===== src/hw/rtl/apvf_pkg.sv =====
// shared constants for the arm position and velocity filter
// field widths, register indexes, reset values and reciprocal for the wheel means
// no dependencies
`timescale 1ns / 1ps
`default_nettype none

package apvf_pkg;

  localparam int WHEEL_COUNT = 6;

  // field widths
  localparam int WHEEL_W = 3;
  localparam int MV_W    = 13;
  localparam int POS_W   = 10;
  localparam int VEL_W   = 16;
  localparam int GAIN_W  = 15;
  localparam int COEF_W  = 4;

  localparam int IN_TDATA_W  = 16;
  localparam int OUT_TDATA_W = 56;

  // configuration port
  localparam int CFG_IDX_W  = 3;
  localparam int CFG_DATA_W = 15;

  localparam logic [CFG_IDX_W-1:0] REG_SPAN_LOW   = 3'd0;
  localparam logic [CFG_IDX_W-1:0] REG_SPAN_HIGH  = 3'd1;
  localparam logic [CFG_IDX_W-1:0] REG_FULL_STROKE = 3'd2;
  localparam logic [CFG_IDX_W-1:0] REG_VEL_GAIN   = 3'd3;
  localparam logic [CFG_IDX_W-1:0] REG_VEL_COEF   = 3'd4;

  localparam logic [MV_W-1:0]   RST_SPAN_LOW    = 13'd500;
  localparam logic [MV_W-1:0]   RST_SPAN_HIGH   = 13'd4500;
  localparam logic [POS_W-1:0]  RST_FULL_STROKE = 10'd485;
  localparam logic [GAIN_W-1:0] RST_VEL_GAIN    = 15'd29789;
  localparam logic [COEF_W-1:0] RST_VEL_COEF    = 4'd5;

  // per-wheel store indexing
  localparam int WIDX_W = (WHEEL_COUNT > 1) ? $clog2(WHEEL_COUNT) : 1;

  // running sums, kept exact
  localparam int PSUM_W = $clog2(WHEEL_COUNT * 1023 + 1);
  localparam int VMAG_W = $clog2(WHEEL_COUNT * 32768 + 1);
  localparam int VSUM_W = VMAG_W + 1;

  // division by the wheel count as multiply by a rounded-up reciprocal
  localparam int MEAN_SHIFT  = VMAG_W + $clog2(WHEEL_COUNT);
  localparam int MEAN_MULT_W = MEAN_SHIFT + 1;
  localparam logic [MEAN_MULT_W-1:0] MEAN_MULT =
    MEAN_MULT_W'(((64'd1 << MEAN_SHIFT) + WHEEL_COUNT - 1) / WHEEL_COUNT);

  // velocity filter arithmetic
  localparam int DIFF_W = POS_W + 1;
  localparam int ACC_W  = 18;

  // shared multiplier operands
  localparam int MUL_A_W = (VMAG_W + 1 > ACC_W + 1) ? VMAG_W + 1 : ACC_W + 1;
  localparam int MUL_B_W = (MEAN_MULT_W > 16) ? MEAN_MULT_W : 16;
  localparam int PROD_W  = MUL_A_W + MUL_B_W + 1;

  // stroke scaling divider
  localparam int DIVIDEND_W = MV_W + POS_W;
  localparam int DIVISOR_W  = MV_W;
  localparam int DIV_CNT_W  = $clog2(DIVIDEND_W);

endpackage

`default_nettype wire


===== src/hw/rtl/apvf_div.sv =====
// restoring divider for the stroke scaling, one quotient bit per cycle
// depends on apvf_pkg for the operand widths
`timescale 1ns / 1ps
`default_nettype none

module apvf_div import apvf_pkg::*; (
  input  wire logic                  clk,
  input  wire logic                  rst,
  input  wire logic                  start,
  input  wire logic [DIVIDEND_W-1:0] dividend,
  input  wire logic [DIVISOR_W-1:0]  divisor,
  output logic                       done,
  output logic [DIVIDEND_W-1:0]      quotient
);

  logic                  busy;
  logic [DIV_CNT_W-1:0]  cnt;
  logic [DIVISOR_W-1:0]  rem;
  logic [DIVISOR_W-1:0]  dvs;
  logic [DIVIDEND_W-1:0] quo;
  logic [DIVISOR_W:0]    trial;
  logic [DIVISOR_W:0]    diff;
  logic                  fits;

  always_comb begin
    trial = {rem, quo[DIVIDEND_W-1]};
    diff  = trial - {1'b0, dvs};
    fits  = (trial >= {1'b0, dvs});
  end

  always_ff @(posedge clk) begin
    if (rst) begin
      busy <= 1'b0;
      done <= 1'b0;
      cnt  <= '0;
    end else begin
      done <= 1'b0;
      if (start) begin
        busy <= 1'b1;
        cnt  <= '0;
      end else if (busy) begin
        cnt <= cnt + DIV_CNT_W'(1);
        if (cnt == DIV_CNT_W'(DIVIDEND_W - 1)) begin
          busy <= 1'b0;
          done <= 1'b1;
        end
      end
    end
  end

  // datapath
  always_ff @(posedge clk) begin
    if (start) begin
      quo <= dividend;
      rem <= '0;
      dvs <= divisor;
    end else if (busy) begin
      rem <= fits ? diff[DIVISOR_W-1:0] : trial[DIVISOR_W-1:0];
      quo <= {quo[DIVIDEND_W-2:0], fits};
    end
  end

  assign quotient = quo;

endmodule

`default_nettype wire


===== config.mk =====
export PLATFORM = sky130hd
export DESIGN_NAME = apvf_div
export DESIGN_NICKNAME = d
export VERILOG_FILES = /design/src/hw/rtl/apvf_pkg.sv /design/src/hw/rtl/apvf_div.sv
export SDC_FILE = /design/constraint.sdc
export NUM_CORES = 1
export LEC_CHECK = 0
export ABC_CLOCK_PERIOD_IN_PS = 4200
export BUFFER_PORTS_ARGS = -buffer_cell sky130_fd_sc_hd__buf_2
export CAP_MARGIN = 10
export CORE_AREA = 2 2 76 78
export CTS_BUF_LIST = sky130_fd_sc_hd__clkbuf_8
export DETAILED_ROUTE_END_ITERATION = 7
export DIE_AREA = 0 0 78 80
export PLACE_DENSITY_LB_ADDON = 0.08
export SETUP_SLACK_MARGIN = 0.02
export SLEW_MARGIN = 10
export SYNTH_ARGS = -nofsm -noshare
export SYNTH_HDL_FRONTEND = slang
export SYNTH_SLANG_ARGS = --single-unit

===== constraint.sdc =====
create_clock -name clk -period 4.2 [get_ports clk]
set_input_delay 1.26 -clock clk [delete_from_list [all_inputs] [get_ports clk]]
set_output_delay 1.26 -clock clk [all_outputs]
set_load 0.01 [all_outputs]

==> run metrics <==
hold_buf cts 0; clock-pin slew on the worst setup and hold paths approximately 0.10 ns; Clock Path Buffers 2; RSZ-0062 raised after global routing no; pin count of the biggest net entering global routing 31; syn_area_per_cell roughly 12 µm²; Critical Path Sink Type flop; Congestion Overflow GR 0; drt total wl 5.56 mm; post-route cell area between 3000 and 4000 µm²; critical path's largest stage delay 0.47 ns; initial antenna violation count 0; H-tree depth 2; CP delay by family, top compound AO/OA/AOI/OAI gates; worst path bufs/invs 2; Routed Antenna Nets 0; R2R cell count 10; Synth warnings 0; Hold Crit Class flop to flop; CTS Buf Count 5; drt initial violations 70; dominant synthesized flop cell edfxtp_1; vias per cell about 5.3; period utilization a little over two thirds; most frequent cells in the layout buf_2, edfxtp_1, mux2_2; clk sink count between 50 and 60; min cycle time layout between 2 and 3 ns; fin util 62.2%; status complete, no violations; setup TNS 0 ns; HPWL Detailed 4.04 mm; Syn-to-layout area delta 15.7%; die area between 6000 and 7000 µm²; critical path class flop to flop; Slowest-stage cell, CP a21o_1; Unique masters post-synth 42; Seq/Total Area, Yosys about half; CP Data Required Time ~4.4 ns; Hold Path Depth 2; number of remaining DRC errors 0; maximum VDD drop 0.215 mV; clock skew ~0.0072 ns; Total GRT Usage 18.8%; non-filler cells, final 386; Synth Instances about 250; commonest non-fill, non-tap cell in the layout buf_2; layout cells sized above 1 31.8%; IO Count 63; Setup crit start kind flop; worst-path fanout max 16; DR WL/cell approximately 14 µm; TritonRoute pass-1 iters 4; post-cts sizing count 0; Crit path arrival time approximately 3.2 ns; ANT cells 0; leakage power roughly 1.4 nW; Post-layout nets about 370; Slew headroom about 40%; Cell Chain, Critical Path inv_1 > ha_1 > inv_1 > fa_1 > a21o_1 > a221oi_2 > o221ai_2 > a21o_1 > mux2_4 > a211oi_2; Post-Syn Area roughly 2900 µm²; endpoints failing hold 0; IO Port Bufs 62; Die Y about 80 µm; #FFs+latches synth 56; max cap viols 0; Post-synth EDFFs 36; Worst Tran Pin Value 0.895 ns; num rows 27; initial core utilization 53.8%; hold_ws 0.506 ns; PD cells 353 nW/µm²; Post-CTS Setup Repair Bufs 0; CTS tree yes; async set or reset register ratio after synthesis 0%; area of the core between 5000 and 6000 µm²; DR vias roughly 2,100; dpl cell area 3270 µm²; vias in the first global route about 1,900; Chip Width about 78 µm; Final Max Tran Viols 0; critical path depth 10; clk_lat worst skew 0.31 ns; syn nets approximately 300; first-pass GRT wire length between 9 and 10 mm; Max Clk Rate roughly 340 MHz; CTS root buffer clkbuf_8; count of final setup violators 0; placed cell count about 380; gpl congestion 0.841
==> state kept, by name (all words and copies together), names as in the netlist <==
| register | flops |
|---|---|
| cnt | 5 |
| quotient | 23 |
| rem | 13 |
| busy | 1 |
| done | 1 |
| dvs | 13 |
==> path summary, 6_finish.rpt <==
check | slack [ns] | to | from
worst max-delay path | 1.26 | rem[0]$_SDFFE_PP0P_ | quotient[22]$_DFFE_PP_
worst min register to register | 0.51 | rem[7]$_SDFFE_PP0P_ | rem[7]$_SDFFE_PP0P_
worst min-delay path | 0.51 | rem[7]$_SDFFE_PP0P_ | rem[7]$_SDFFE_PP0P_
worst max register to register | 1.26 | rem[0]$_SDFFE_PP0P_ | quotient[22]$_DFFE_PP_
==> power breakdown <==
group	internal (mW)	switching, mW	total, mW
Combinational	0.108	0.124	0.232
Sequential	0.634	0.0199	0.654
Clock	0.117	0.184	0.301
==> kinds of logic (layout without fill, tap and decap cells) <==
| kind of cell | after synthesis | after routing | share of synthesized area [%] |
|---|---|---|---|
| muxes | 33 | 33 | 12.5 |
| buffers and inverters | 30 | 92 | 4.39 |
| xor gates and xnor gates | 14 | 14 | 4.22 |
| and+or+nand+nor | 57 | 57 | 9.26 |
| DFF | 56 | 56 | 51.0 |
| AOI/OAI and AO/OA | 46 | 46 | 11.5 |
| adders and majority gates | 16 | 16 | 7.15 |
==> cell usage after synthesis, types with 3 or more instances <==
master / n / share of area [%]
a21oi_1: 11 / 1.9
o21ai_0: 5 / 0.86
inv_1: 19 / 2.5
ha_1: 15 / 6.5
dfxtp_1: 20 / 14
nand2_1: 15 / 1.9
xnor2_1: 6 / 1.8
nand2b_1: 3 / 0.65
mux2_2: 23 / 8.9
nor2_1: 21 / 2.7
nand4_1: 4 / 0.86
a211oi_1: 8 / 2.1
edfxtp_1: 36 / 37
a21o_1: 6 / 1.5
clkbuf_1: 9 / 1.2
xor2_1: 8 / 2.4
mux2i_1: 9 / 3.1
==> final cells by class <==
type                    count  area, µm²
fillers                   458       2040
well taps                  72       90.1
flip-flops and latches     56       1480
inverters                  19       71.3
clock buffers               5       68.8
clock inverters             3       20.0
multi-input cells         166       1300
repair buffers             65        333
==> per-stage QoR <==
| step | total power [mW] | setup WS (ns) |
|---|---|---|
| finish | 1.19 | 1.26 |
| detailed placement | 0.899 | 1.24 |
| global route | 1.24 | 1.11 |
| global placement | 0.894 | 1.27 |
| CTS | 1.20 | 1.23 |
| floorplan | 0.825 | 1.50 |
==> worst min-delay path, delay by kind of cell, from the launching register on <==
| kind | cells | cell delay [ns] |
|---|---|---|
| compound gates | 1 | 0.07 |
| flops | 1 | 0.34 |
| simple gates | 1 | 0.05 |
==> per-layer routing <==
layer | vias to the layer above | part of all wire (%) | track usage (%)
li1 | 1039 | - | -
met1 | 982 | 48 | 24.8
met2 | 30 | 49 | 32.2
met3 | 6 | 2.0 | 2.71
met4 | 0 | 1.3 | 5.96
met5 | - | 0 | 0
Power figures use the tool's default switching activity.
